## config.mk

```make
export PLATFORM = sky130hd
export DESIGN_NAME = poi_mult
export DESIGN_NICKNAME = d
export VERILOG_FILES = /design/src/rtl/poi_pkg.sv /design/src/rtl/poi_mult.sv
export SDC_FILE = /design/constraint.sdc
export NUM_CORES = 2
export LEC_CHECK = 0
export ABC_AREA = 1
export BUFFER_PORTS_ARGS = -buffer_cell sky130_fd_sc_hd__buf_4
export CAP_MARGIN = 20
export CORE_ASPECT_RATIO = 1.25
export CORE_MARGIN = 2
export CORE_UTILIZATION = 45
export DETAILED_ROUTE_END_ITERATION = 6
export PLACE_DENSITY = 0.64
export SYNTH_ARGS = -nofsm -noshare
export SYNTH_HDL_FRONTEND = slang
export SYNTH_SLANG_ARGS = --single-unit
export TNS_END_PERCENT = 20
```

## constraint.sdc

```tcl
create_clock -name clk_i -period 9.81 [get_ports clk_i]
set_input_delay 0 -clock clk_i [delete_from_list [all_inputs] [get_ports clk_i]]
set_output_delay 0 -clock clk_i [all_outputs]
set_load 0.005 [all_outputs]
```

## src/rtl/poi_pkg.sv

```systemverilog
// Package with widths, constants and the arctangent table of the planar odometry integrator.
package poi_pkg;

  // Port field widths.
  localparam int unsigned VEL_W  = 32;
  localparam int unsigned RATE_W = 32;
  localparam int unsigned DT_W   = 24;
  localparam int unsigned POS_W  = 48;
  localparam int unsigned ANG_W  = 32;

  // CORDIC datapath width: Q1.30 values with headroom for the gain growth.
  localparam int unsigned CW = 34;

  // Shared multiplier operand and product widths.
  localparam int unsigned MUL_A_W = 34;
  localparam int unsigned MUL_B_W = 33;
  localparam int unsigned MUL_P_W = MUL_A_W + MUL_B_W;

  // Step limits of the CORDIC rotator.
  localparam int unsigned CORDIC_STEPS_DEF = 24;
  localparam int unsigned CORDIC_MAX_STEPS = 32;
  localparam int unsigned ATAN_IDX_W       = 5;

  // CORDIC start value: inverse gain, 0.6072529350 in Q1.30.
  localparam logic signed [CW-1:0] CORDIC_GAIN = CW'(652032874);

  // Full turn over 2*pi, rounded: converts radians into binary angle units.
  localparam logic [29:0] TURN_PER_RAD = 30'd683565276;

  // Arctangent of 2^-i as a binary angle, full turn equals 2^32.
  function automatic logic [ANG_W-1:0] atan_bam(input logic [ATAN_IDX_W-1:0] idx);
    logic [ANG_W-1:0] val;
    case (idx)
      5'd0:  val = 32'h20000000;
      5'd1:  val = 32'h12E4051E;
      5'd2:  val = 32'h09FB385B;
      5'd3:  val = 32'h051111D4;
      5'd4:  val = 32'h028B0D43;
      5'd5:  val = 32'h0145D7E1;
      5'd6:  val = 32'h00A2F61E;
      5'd7:  val = 32'h00517C55;
      5'd8:  val = 32'h0028BE53;
      5'd9:  val = 32'h00145F2F;
      5'd10: val = 32'h000A2F98;
      5'd11: val = 32'h000517CC;
      5'd12: val = 32'h00028BE6;
      5'd13: val = 32'h000145F3;
      5'd14: val = 32'h0000A2FA;
      5'd15: val = 32'h0000517D;
      5'd16: val = 32'h000028BE;
      5'd17: val = 32'h0000145F;
      5'd18: val = 32'h00000A30;
      5'd19: val = 32'h00000518;
      5'd20: val = 32'h0000028C;
      5'd21: val = 32'h00000146;
      5'd22: val = 32'h000000A3;
      5'd23: val = 32'h00000051;
      5'd24: val = 32'h00000029;
      5'd25: val = 32'h00000014;
      5'd26: val = 32'h0000000A;
      5'd27: val = 32'h00000005;
      5'd28: val = 32'h00000003;
      5'd29: val = 32'h00000001;
      5'd30: val = 32'h00000001;
      default: val = 32'h00000000;
    endcase
    return val;
  endfunction

endpackage

```

## src/rtl/poi_mult.sv

```systemverilog
// Shared signed multiplier with a registered product.
module poi_mult (
  input  logic                               clk_i,
  input  logic signed [poi_pkg::MUL_A_W-1:0] a_i,
  input  logic signed [poi_pkg::MUL_B_W-1:0] b_i,
  output logic signed [poi_pkg::MUL_P_W-1:0] p_o
);
  import poi_pkg::*;

  logic signed [MUL_P_W-1:0] p_q;

  always_ff @(posedge clk_i) begin
    p_q <= a_i * b_i;
  end

  assign p_o = p_q;

endmodule

```

After elaboration in Yosys (flattened, before gate mapping)
Cells that the tools add are included.

word-level totals
  bits in read-only memories = 0
  logic and storage cells = 2
  bits in writable memories = 0
  output and inout bits = 67
  flip-flop bits (word level) = 67
  memories kept = 0
  bits in latches = 0

cells by class
  add/sub/neg operators = 0
  $mul = 1
  div/mod/pow operators = 0
  reduce and logical (&&, ||, !) cells = 0
  bitwise gates (word level) = 0
  equal/unequal tests = 0
  shift operators = 0
  $lt $le $gt $ge = 0
  multiplexer cells = 0

operators with widths
  operator        number
  $mul 34x33->67  1

Depth between registers and ports, before layout
  depth after elaboration = 1
  mapped depth = 35
  gate-level depth less buffers = 33

Worst setup path before layout
No wires, ideal clock.

  path kind = input -> register
  start point = input a_i[33] in the netlist's numbering
  end point = register p_q[63], in the netlist p_o[63]
  path slack = 3.018 ns
  arrival time = 6.679 ns
  stages = 26
  buffers on the path = 2
  library setup time = 0.112 ns
  cell sequence = clkbuf_1 > clkbuf_1 > nand2_1 > inv_1 > fa_1 > inv_1 > fa_1 > inv_1 > fa_1 > fa_1 > fa_1 > fa_1 > fa_1 > inv_1 > fa_1 > inv_1 > ha_1 > nand2_1 > nor2_1 > inv_1 > nor3_2 > nand2_1 > nor3_2 > nand2_1 > nand3_1 > nand2_1

between the ends
  cells in the longest elaborated chain, start to end = 1

ends and longest elaborated chain
  what                  line            text
  start, declared       poi_mult.sv:4   input logic signed [poi_pkg::MUL_A_W-1:0] a_i,
  $mul 34x33->67        poi_mult.sv:13  p_q <= a_i * b_i;
  end signal, assigned  poi_mult.sv:13
  end, declared         poi_mult.sv:10  logic signed [MUL_P_W-1:0] p_q;

Every way passes these cells.

Worst setup path after layout
  start point = input b_i[6] in the netlist's numbering
  end point = register p_q[63], in the netlist p_o[63]

between the ends
  cells in the longest elaborated chain, start to end = 1

ends and longest elaborated chain
  what             line            text
  start, declared  poi_mult.sv:5   input logic signed [poi_pkg::MUL_B_W-1:0] b_i,
  $mul 34x33->67   poi_mult.sv:13

Every way passes these cells.

==> qor.yml <==
die_width_um: 284
synth_simple_gate_area_frac: 0.167
crit_fanout: 34
drt_iter0_markers: 1758
maxCapViolCount: 0
clock-sinks: 67
grt_start_max_net_pins: 36
yosys.area.top_type: "fa_1"
timing_max_transition_violations_final: 0
synth_top_flop_cell: "dfxtp_1"
ant_nets: 0
violated_checks: "DRC"
routed_wire_length_per_instance_um: 17.8
hpwlAfterDp_um: 104000
synth-seq-area-share: 0.0304
detail_route.first_pass.iterations: 7
critical_path_buf_inv_count: 7
largest_reg_flops: 67
synth_top_cell_area_share: 0.533
hold_path.class: "input pin to flip-flop"
drt_wl_total_um: 122000
synthAdderAreaFrac: 0.595
share_of_final_layout_standard_cells_stronger_than_drive_strength_1: 0.0399
global_route.usage.total: 0.256
initial_core_util: 0.454
synth-warning-count: 0
required_time_worst_endpoint_ns: 10.05
clk_pin_slew_ns: 0.06
portBuffers: 134
synth.ff_latch_count: 67
cp_top_family: "adder cells"
synth_compound_area_frac: 0.0125
synthToLayoutAreaGrowth_pct: 4.51
fp-row-count: 128
num_io_pins: 135
cts_made_buffers: 9
cts_setup_buffers: 0
setup_viol: 0
cpMostUsedCell: "fa_1"
synth-xor-area-share: 0.00714
largest_stage_delay_on_the_critical_path_ns: 1.20
worst-setup-path-type: "input pin to flip-flop"
critPathSlowestCell: "fa_1"
setup_tns_ns: 0
async_reset_ff_frac: 0
final_net_count: 7021
run_status: "finished with violations"
post_synth_mux_area_share: 0
vias_in_the_first_global_route: 38000
cts_resized: 0
h-tree-depth: 3
worst_slew_pin_slew_ns: 1.01
vias_per_inst: 4.87
grt_overflow_total: 0
ratio_of_final_minimum_period_to_clock_period: 0.747
crit_path_start_kind: "input pin"
detail_route.drc_violations: 10
final_hold_violations: 0
worst_path_arrival_ns: 7.57
dominant_combinational_cell_family_by_area_after_synthesis: "adder cells"
max_clock_freq_mhz: 136
synth_top_cells_by_area: "fa_1, inv_1, nand2_1, ha_1, dfxtp_1"
fp.dieH_um: 354
netlist_instances: 5676
synth.lib_cells_used.distinct: 34
grt_first_pass_wirelength_um: 202000
worst_setup_path_end_kind: "flip-flop"
cts_root_buf: "clkbuf_16"
rsz0062_at_grt: "false"
postSynthNetCount: 7139
tritoncts_clock_tree: "built"
floorplan.die_area_sq_mm: 0.101
number_of_antenna_violations_at_the_first_check_in_global_routing: 4
final_period_minus_worst_setup_slack_ns: 7.33
synth_enable_flop_cells: 0
relSlewSlack: 0.328
coreArea_sq_mm: 0.0974
syn_area_sq_mm: 0.0442
postSynthAreaPerCell_sq_um: 7.78
holdBufCountCts: 0
max-clock-path-buffers: 2
num_vias: 33500
gp_congestion: 0.976
## worst min-delay path: cells and delay by family
kind,cells,cell delay (ns)
simple gates,1,0.10
buf+inv,2,0.27
## per-layer routing
metal	global-route usage	vias up	share of wire
li1	-	15100	-
met1	0.284	17100	0.36
met2	0.490	950	0.55
met3	0.0184	359	0.035
met4	0.127	0	0.058
met5	0	-	0
## per-stage QoR
stage	instance area (sq um)	worst slack, ns	utilization	hold WS, ns	cells
6_report	46200	2.48	0.474	0.0710	6867
5_1_grt	46200	2.02	0.474	0.108	6866
3_5_place_dp	45800	2.14	0.471	0.384	6846
4_1_cts	46100	2.44	0.474	0.0720	6862
2_1_floorplan	44200	3.02	-	0.263	5676
3_3_place_gp	45800	2.26	0.471	0.383	6846
## cell families after synthesis
kind of cell	count (synthesis)
fa+ha+maj	1395
xor+xnor	36
simple gates	1861
flops	67
buf+inv	2216
compound gates	101
## cell usage in the layout (no fill, tap or decap), types with 2 or more instances in the layout
master,synthesis,final
o21bai_1,10,10
clkbuf_16,0,9
nand2_1,1583,1583
nor2_1,115,115
nor2_2,17,17
nor3_2,3,3
o21a_1,3,3
fa_1,1176,1176
xor2_1,33,33
xnor2_1,3,3
inv_1,1948,1948
nand3_1,67,67
clkinv_2,0,2
nand2_2,24,24
o21ai_1,3,3
buf_4,0,137
and2_1,2,2
ha_1,219,219
o21ai_0,20,20
or2_2,8,8
a21oi_2,2,2
nor3_1,7,7
nor2_4,4,4
nand3_2,5,5
nand3b_1,3,3
a21o_1,2,2
dfxtp_1,67,67
clkinvlp_4,0,2
diode_2,0,4
nor4_2,2,2
nand4_1,18,18
a21oi_1,60,60
## cell type report
class | count | area [sq um]
fill | 9783 | 51200
multi-input combinational | 3393 | 34500
inverter | 1949 | 7320
tap | 1300 | 1630
sequential | 67 | 1340
timing repair buffer | 138 | 1060
clock buffer | 10 | 239
clock inverter | 6 | 63.8
antenna | 4 | 10.0
## worst paths after layout
path                from              end  slack, ns  cells after the start
setup / recovery  b_i[6]  p_o[63]$_DFF_P_       2.48                     25
hold / removal    b_i[0]   p_o[0]$_DFF_P_       0.07                      3
## Yosys cell counts, types with 2 or more instances
library cell / count
inv_1: 1948
nor4_2: 2
nor3_2: 3
nand4_1: 18
fa_1: 1176
buf_1: 2
nor2_4: 4
nor3_1: 7
a21oi_1: 60
nand3_1: 67
nand3_2: 5
or2_2: 8
xor2_1: 33
a21o_1: 2
o21bai_1: 10
and2_1: 2
clkbuf_1: 265
o21a_1: 3
nand2_1: 1583
nand2_2: 24
o21ai_1: 3
xnor2_1: 3
nand3b_1: 3
nor2_1: 115
ha_1: 219
o21ai_0: 20
nor2_2: 17
dfxtp_1: 67
a21oi_2: 2
Power is not shown: default switching activity piles up to over one toggle a cycle in this logic, so the estimate is an artifact.
