$ cat src/rtl/poi_pkg.sv
// Package with widths, constants and the arctangent table of the planar odometry integrator.
package poi_pkg;

  // Port field widths.
  localparam int unsigned VEL_W  = 32;
  localparam int unsigned RATE_W = 32;
  localparam int unsigned DT_W   = 24;
  localparam int unsigned POS_W  = 48;
  localparam int unsigned ANG_W  = 32;

  // CORDIC datapath width: Q1.30 values with headroom for the gain growth.
  localparam int unsigned CW = 34;

  // Shared multiplier operand and product widths.
  localparam int unsigned MUL_A_W = 34;
  localparam int unsigned MUL_B_W = 33;
  localparam int unsigned MUL_P_W = MUL_A_W + MUL_B_W;

  // Step limits of the CORDIC rotator.
  localparam int unsigned CORDIC_STEPS_DEF = 24;
  localparam int unsigned CORDIC_MAX_STEPS = 32;
  localparam int unsigned ATAN_IDX_W       = 5;

  // CORDIC start value: inverse gain, 0.6072529350 in Q1.30.
  localparam logic signed [CW-1:0] CORDIC_GAIN = CW'(652032874);

  // Full turn over 2*pi, rounded: converts radians into binary angle units.
  localparam logic [29:0] TURN_PER_RAD = 30'd683565276;

  // Arctangent of 2^-i as a binary angle, full turn equals 2^32.
  function automatic logic [ANG_W-1:0] atan_bam(input logic [ATAN_IDX_W-1:0] idx);
    logic [ANG_W-1:0] val;
    case (idx)
      5'd0:  val = 32'h20000000;
      5'd1:  val = 32'h12E4051E;
      5'd2:  val = 32'h09FB385B;
      5'd3:  val = 32'h051111D4;
      5'd4:  val = 32'h028B0D43;
      5'd5:  val = 32'h0145D7E1;
      5'd6:  val = 32'h00A2F61E;
      5'd7:  val = 32'h00517C55;
      5'd8:  val = 32'h0028BE53;
      5'd9:  val = 32'h00145F2F;
      5'd10: val = 32'h000A2F98;
      5'd11: val = 32'h000517CC;
      5'd12: val = 32'h00028BE6;
      5'd13: val = 32'h000145F3;
      5'd14: val = 32'h0000A2FA;
      5'd15: val = 32'h0000517D;
      5'd16: val = 32'h000028BE;
      5'd17: val = 32'h0000145F;
      5'd18: val = 32'h00000A30;
      5'd19: val = 32'h00000518;
      5'd20: val = 32'h0000028C;
      5'd21: val = 32'h00000146;
      5'd22: val = 32'h000000A3;
      5'd23: val = 32'h00000051;
      5'd24: val = 32'h00000029;
      5'd25: val = 32'h00000014;
      5'd26: val = 32'h0000000A;
      5'd27: val = 32'h00000005;
      5'd28: val = 32'h00000003;
      5'd29: val = 32'h00000001;
      5'd30: val = 32'h00000001;
      default: val = 32'h00000000;
    endcase
    return val;
  endfunction

endpackage

$ cat src/rtl/poi_cordic.sv
// Iterative CORDIC rotator that turns a binary angle into cosine and sine in Q1.30.
module poi_cordic #(
  parameter int unsigned CORDIC_STEPS = poi_pkg::CORDIC_STEPS_DEF
) (
  input  logic                          clk_i,
  input  logic                          rst_ni,
  input  logic                          start_i,
  input  logic [poi_pkg::ANG_W-1:0]     angle_i,
  output logic                          done_o,
  output logic signed [poi_pkg::CW-1:0] cos_o,
  output logic signed [poi_pkg::CW-1:0] sin_o
);
  import poi_pkg::*;

  localparam int unsigned STEPS_RUN =
    (CORDIC_STEPS > CORDIC_MAX_STEPS) ? CORDIC_MAX_STEPS : CORDIC_STEPS;
  localparam int unsigned STEP_W = (STEPS_RUN > 1) ? $clog2(STEPS_RUN) : 1;
  localparam logic [STEP_W-1:0] LAST_STEP = STEP_W'(STEPS_RUN - 1);

  typedef enum logic [1:0] {
    C_IDLE,
    C_RUN,
    C_FIX
  } cordic_state_e;

  cordic_state_e          state_q;
  logic [STEP_W-1:0]      step_q;
  logic [1:0]             quad_q;
  logic signed [CW-1:0]   x_q, y_q, z_q;
  logic signed [CW-1:0]   x_d, y_d, z_d;
  logic signed [CW-1:0]   x_sh, y_sh, atan_w;
  logic [ANG_W-1:0]       ang_bias, z_start;
  logic [1:0]             quad_start;

  // Quadrant split: the residual angle lands in [-1/8, 1/8) of a turn.
  assign ang_bias   = angle_i + ANG_W'(32'h2000_0000);
  assign quad_start = ang_bias[ANG_W-1:ANG_W-2];
  assign z_start    = angle_i - {quad_start, {(ANG_W-2){1'b0}}};

  // One micro-rotation per cycle through the shared shifters and adders.
  always_comb begin
    x_sh   = x_q >>> step_q;
    y_sh   = y_q >>> step_q;
    atan_w = CW'(atan_bam(ATAN_IDX_W'(step_q)));
    if (!z_q[CW-1]) begin
      x_d = x_q - y_sh;
      y_d = y_q + x_sh;
      z_d = z_q - atan_w;
    end else begin
      x_d = x_q + y_sh;
      y_d = y_q - x_sh;
      z_d = z_q + atan_w;
    end
  end

  always_ff @(posedge clk_i or negedge rst_ni) begin
    if (!rst_ni) begin
      state_q <= C_IDLE;
      done_o  <= 1'b0;
    end else begin
      // Done is a one-cycle pulse that follows the quadrant fix-up.
      done_o <= (state_q == C_FIX);
      case (state_q)
        C_IDLE: begin
          if (start_i) begin
            x_q     <= CORDIC_GAIN;
            y_q     <= '0;
            z_q     <= CW'($signed(z_start));
            quad_q  <= quad_start;
            step_q  <= '0;
            state_q <= C_RUN;
          end
        end
        C_RUN: begin
          x_q    <= x_d;
          y_q    <= y_d;
          z_q    <= z_d;
          step_q <= step_q + STEP_W'(1);
          if (step_q == LAST_STEP) begin
            state_q <= C_FIX;
          end
        end
        C_FIX: begin
          // Turn the result back by the quadrant taken off at the start.
          case (quad_q)
            2'd0: begin
              cos_o <= x_q;
              sin_o <= y_q;
            end
            2'd1: begin
              cos_o <= -y_q;
              sin_o <= x_q;
            end
            2'd2: begin
              cos_o <= -x_q;
              sin_o <= -y_q;
            end
            default: begin
              cos_o <= y_q;
              sin_o <= -x_q;
            end
          endcase
          state_q <= C_IDLE;
        end
        default: state_q <= C_IDLE;
      endcase
    end
  end

endmodule

$ cat config.mk
export PLATFORM = sky130hd
export DESIGN_NAME = poi_cordic
export DESIGN_NICKNAME = d
export VERILOG_FILES = /design/src/rtl/poi_pkg.sv /design/src/rtl/poi_cordic.sv
export SDC_FILE = /design/constraint.sdc
export NUM_CORES = 1
export LEC_CHECK = 0
export ABC_AREA = 1
export CAP_MARGIN = 0
export CORE_ASPECT_RATIO = 0.75
export CORE_MARGIN = 5
export CORE_UTILIZATION = 50
export DETAILED_ROUTE_END_ITERATION = 7
export DONT_BUFFER_PORTS = 1
export GPL_ROUTABILITY_DRIVEN = 0
export PLACE_DENSITY = 0.75
export SYNTH_ARGS = -nofsm -noshare
export SYNTH_HDL_FRONTEND = slang
export SYNTH_SLANG_ARGS = --single-unit
$ cat constraint.sdc
create_clock -name clk_i -period 5.75 [get_ports clk_i]
set_input_delay 0.8625 -clock clk_i [delete_from_list [all_inputs] [get_ports clk_i]]
set_output_delay 0.8625 -clock clk_i [all_outputs]
set_load 0.005 [all_outputs]
* After elaboration in Yosys (flattened, before gate mapping)
Memory sizes are Yosys's and may differ from the RTL's. A register that Yosys moved wholly into a read port is not among the register bits.
Index checks and enable logic that the tools add are counted.
** Storage, ports and cells
- Register bits :: 180
- Bits in read-only memories :: 960
- Bits of input ports :: 35
- Output and inout bits :: 69
- Word-level logic and storage cells :: 54
- Memories :: 1
** Operators by class
- $add $sub $neg :: 11
- Eq/ne operators :: 7
- Shift-type cells :: 2
- Muxes and demuxes :: 17
- Reductions and logical operators :: 7
** Memory list
- (no name shown) :: depth 32, width 30, rd ports 1, clocked after Yosys merged registers in 1, wr ports 0, RTL line poi_pkg.sv:33 : case (idx)
** Operator list (count)
- $mux W34 :: 6
- $pmux W34 S2 :: 3
- $pmux W34 S3 :: 2
- $add A34 B34 Y34 :: 2
- $neg A34 Y34 :: 2
- $sshr A34 B5 Y34 :: 2
- $sub A34 B34 Y34 :: 2
- $add A34 B33 Y34 :: 1
- $sub A34 B33 Y34 :: 1
- $add A32 B30 Y32 const B :: 1
- $sub A32 B32 Y32 :: 1
- $mux W5 :: 2
- $pmux W5 S2 :: 1
- $reduce_and A3 Y1 :: 2
- $add A5 B1 Y5 const B :: 1
- $eq A5 B5 Y1 const B :: 1
- $eq A2 B1 Y1 const B :: 2
- $eq A2 B2 Y1 const B :: 2
- $logic_not A2 Y1 :: 2
- $mux W2 :: 2
- $ne A2 B2 Y1 const B :: 2
- $pmux W2 S2 :: 1
- $reduce_and A2 Y1 :: 2
- $reduce_bool A2 Y1 :: 1

* Logic depth before layout (Yosys ltp)
- Word-level depth :: 4
- Depth in mapped cells :: 35
- Mapped depth without buffers :: 33

* Least setup slack after synthesis
Ideal clock, no wire load.
- Path type :: input to register
- From :: input rst_ni
- To :: register cos_o[0] (netlist bit) (enable)
- Library setup time :: 0.578 ns
- Arrival :: 5.509 ns
- Data required time :: 5.172 ns
- Slack :: -0.337 ns
- Stages :: 2
- Buffers on the path :: 0
- Cell sequence :: inv_1 > nor3_1
** Between the ends
- Cells in the longest elaborated chain, start to end :: 1
** Ends and longest elaborated chain
- start, declared :: RTL line poi_cordic.sv:6 : input logic rst_ni,
- $reduce_and A2 Y1 (no line)
- end signal, assigned :: RTL line poi_cordic.sv:87 : cos_o <= x_q;
- end signal, assigned :: RTL line poi_cordic.sv:91 : cos_o <= -y_q;
- end signal, assigned :: RTL line poi_cordic.sv:95 : cos_o <= -x_q;
- end, declared :: RTL line poi_cordic.sv:10 : output logic signed [poi_pkg::CW-1:0] cos_o,
Every way passes these cells.
A chain may end at the register's enable or synchronous reset.

* Final worst setup path
- From :: register step_q[1]
- To :: register x_q[29] (data pin)
** Between the ends
- Cells in the longest elaborated chain, start to end :: 4
- Elaborated cells on any way between the ends :: 5
- Those cells by class :: 2 x add/sub; 1 x shift; 2 x mux
** Ends and longest elaborated chain
- start, declared :: RTL line poi_cordic.sv:27 : logic [STEP_W-1:0] step_q;
- start signal, assigned :: RTL line poi_cordic.sv:78 : step_q <= step_q + STEP_W'(1);
- $sshr A34 B5 Y34 (*) :: RTL line poi_cordic.sv:43 : y_sh = y_q >>> step_q;
- $sub A34 B34 Y34 or $add A34 B34 Y34 (tied branches) :: RTL line poi_cordic.sv:46, poi_cordic.sv:50
- $mux W34 (*) :: RTL line poi_cordic.sv:45 : if (!z_q[CW-1]) begin
- $pmux W34 S2 (*) :: RTL line poi_cordic.sv:63 : case (state_q)
- end signal, assigned :: RTL line poi_cordic.sv:66 : x_q <= CORDIC_GAIN;
- end signal, assigned :: RTL line poi_cordic.sv:75 : x_q <= x_d;
- end, declared :: RTL line poi_cordic.sv:29 : logic signed [CW-1:0] x_q, y_q, z_q;
Mark *: on every way between the ends. The rest lies on a longest branch, timed or not.

==> results.cfg <==
[run_status]
status = complete, no violations

[timing]
relSlewSlack_pct = 26.3
fin_skew_ns = 0.0166
rsz0062_at_grt = no
timing_hold_violations_final = 0
min_period_over_period_pct = 92.3
worst_pin_slew_ns = 1.09
slew_viol_final = 0
fin_setup_tns_ns = 0
final.min_clock_period_ns = 5.31
setup_violations = 0
fmaxAchievable_ghz = 0.188

[synth]
synth_area_sq_mm = 0.0228
ys_seq_elements = 210
yosys-top-cells-area = edfxtp_1, nand2_1, nand3_1, ha_1, inv_1
netlist.area_leader.share_pct = 23.4
netlist_instances = 3512
ys.flop_type = edfxtp_1
yosys.area.top_type = edfxtp_1
syn_area_per_cell_sq_um = 6.48
syn-num-nets = 3664
synth_cell_types = 59
synth-edff-count = 177
async_reset_ff_share_pct = 1.43
synth-seq-area-share_pct = 26.3
yosysWarnings = 0

[floorplan]
core-area_sq_mm = 0.0448
die-area_sq_mm = 0.0499
start_util_pct = 50.7
io_pins = 104
fp.dieH_um = 195
die_w_um = 256
rows = 67

[final_layout]
mostFrequentLayoutCells = nand2_1, nand3_1, inv_1, nor2_1, o21ai_0
multi_input_area_sq_mm = 0.0146
nets = 3572
diodes = 0
area_growth_pct = 5.39
fillers = 4363
drive_above_1_share_pct = 5.61
layout_commonest_cell = nand2_1
seqCellArea_sq_mm = 0.00599
fin_util_pct = 53.5

[routing]
via_count = 24900
wl_mm = 79.9
firstDrtPassIters = 7
drc = 0
drt_iter0_drc = 4604
post_drt_wl_per_cell_um = 19.9
ant_nets = 0
viasPerCell = 6.19

[global_route]
track_usage_pct = 30.6
grt_pass1_wl_mm = 125
grt_overflow = 0
first_global_vias = 22100
grt_max_degree = 73
antenna_found_initial = 0

[setup_path]
critPathMaxFanout = 35
start_kind = flip-flop
end_kind = flip-flop
cp_data_arrival_time_ns = 5.62
critPathRequiredTime_ns = 6.06
critPathKind = reg2reg
reg2reg_slack_ns = 0.44

[clocking]
cts_made_buffers = 24
cts_tree = built
postCtsResizedCells = 0
h-tree-depth = 1
root_buffer = clkbuf_16
cts.clk_slew.worst_paths_ns = 0.07
insertion_delay_ns = 0.57
clk_path_buf_depth = 3
clock_sinks = 210

[flow_run]
drv_cap = 0

[worst_hold_path]
min_path_type = in2reg

[place]
post-dp-hpwl_mm = 60.3
io_buffer_count = 0
## synthesized netlist by cell type (all sizes together), types with 43 or more instances
cell type	number
nand2	905
nand3	529
inv	370
nor2	320
o21ai	224
a21oi	202
edfxtp	177
ha	114
xor2	101
clkbuf	89
buf	76
nor3	49
xnor2	43
## cells by family after synthesis
logic type / Yosys count / share of synthesized area [%]
flops: 210 / 26.3
buf+inv: 537 / 9.51
fa+ha+maj: 117 / 6.53
xor+xnor: 144 / 5.54
compound gates: 598 / 15.3
simple gates: 1906 / 36.8
## path summary, 6_finish.rpt
check	depth (start not counted)	to	from
worst max register to register	26	x_q[29]$_SDFFCE_PN1P_	step_q[1]$_DFFE_PP_
max in group asynchronous	1	done_o$_DFF_PN0_	rst_ni
worst min-delay path	2	state_q[0]$_DFFE_PN0P_	start_i
worst max-delay path	26	x_q[29]$_SDFFCE_PN1P_	step_q[1]$_DFFE_PP_
min in group asynchronous	1	state_q[1]$_DFFE_PN0P_	rst_ni
worst min register to register	1	done_o$_DFF_PN0_	state_q[0]$_DFFE_PN0P_
## metrics by stage
step                instances  worst slack [ns]  area, sq um  hold slack, ns
global route             4024            0.0548        24000           0.473
CTS                      4024             0.742        24000           0.437
floorplan                3512              1.48        22800           0.482
global placement         3979             0.888        23200           0.567
finish                   4024             0.441        24000           0.453
detailed placement       3979             0.783        23200           0.567
## metal layers
layer / track usage, % / part of all wire (%)
met5: 0.287 / 0
met1: 45.7 / 42
met2: 40.6 / 37
met4: 9.87 / 4.5
met3: 10.7 / 17
## area by class of cell
cell class / count / area share [%]
Multi-Input combinational cell: 2765 / 61.0
Sequential cell: 210 / 25.0
Inverter: 372 / 5.84
Tap cell: 586 / 3.06
Clock buffer: 35 / 3.03
Timing Repair Buffer: 47 / 1.74
Clock inverter: 9 / 0.318
## critical path: stages, from the launching register on
cell	delay (ns)
edfxtp_1	0.45
inv_2	0.28
buf_12	0.25
nand3_1	0.13
nand3_1	0.14
nand3_1	0.13
nand2_1	0.12
nand2_1	0.07
nand2_1	0.22
ha_1	0.25
nand3b_4	0.11
nor3_4	0.26
nand2_1	0.18
nand2_1	0.11
xor2_1	0.15
inv_1	0.06
ha_1	0.33
a21oi_1	0.35
o21ai_0	0.19
a21oi_1	0.17
nand2_1	0.07
a21oi_1	0.53
o21bai_1	0.21
nand2_1	0.12
a21oi_1	0.06
nor2_1	0.08
nand2_1	0.05
## sequential cells by signal, summed over array words and instances, names as in the netlist
register	cells
sin_o	34
y_q	34
state_q	2
step_q	5
z_q	34
cos_o	34
x_q	34
done_o	1
quad_q	2
atan_w	30
## timing repair
| action | in CTS | in global routing |
|---|---|---|
| setup buffers | 0 | 0 |
| hold buffers | 1 | 0 |
| hold endpoints to repair | 3 | 0 |
Power is not shown: default switching activity piles up to over one toggle a cycle in this logic, so the estimate is an artifact.
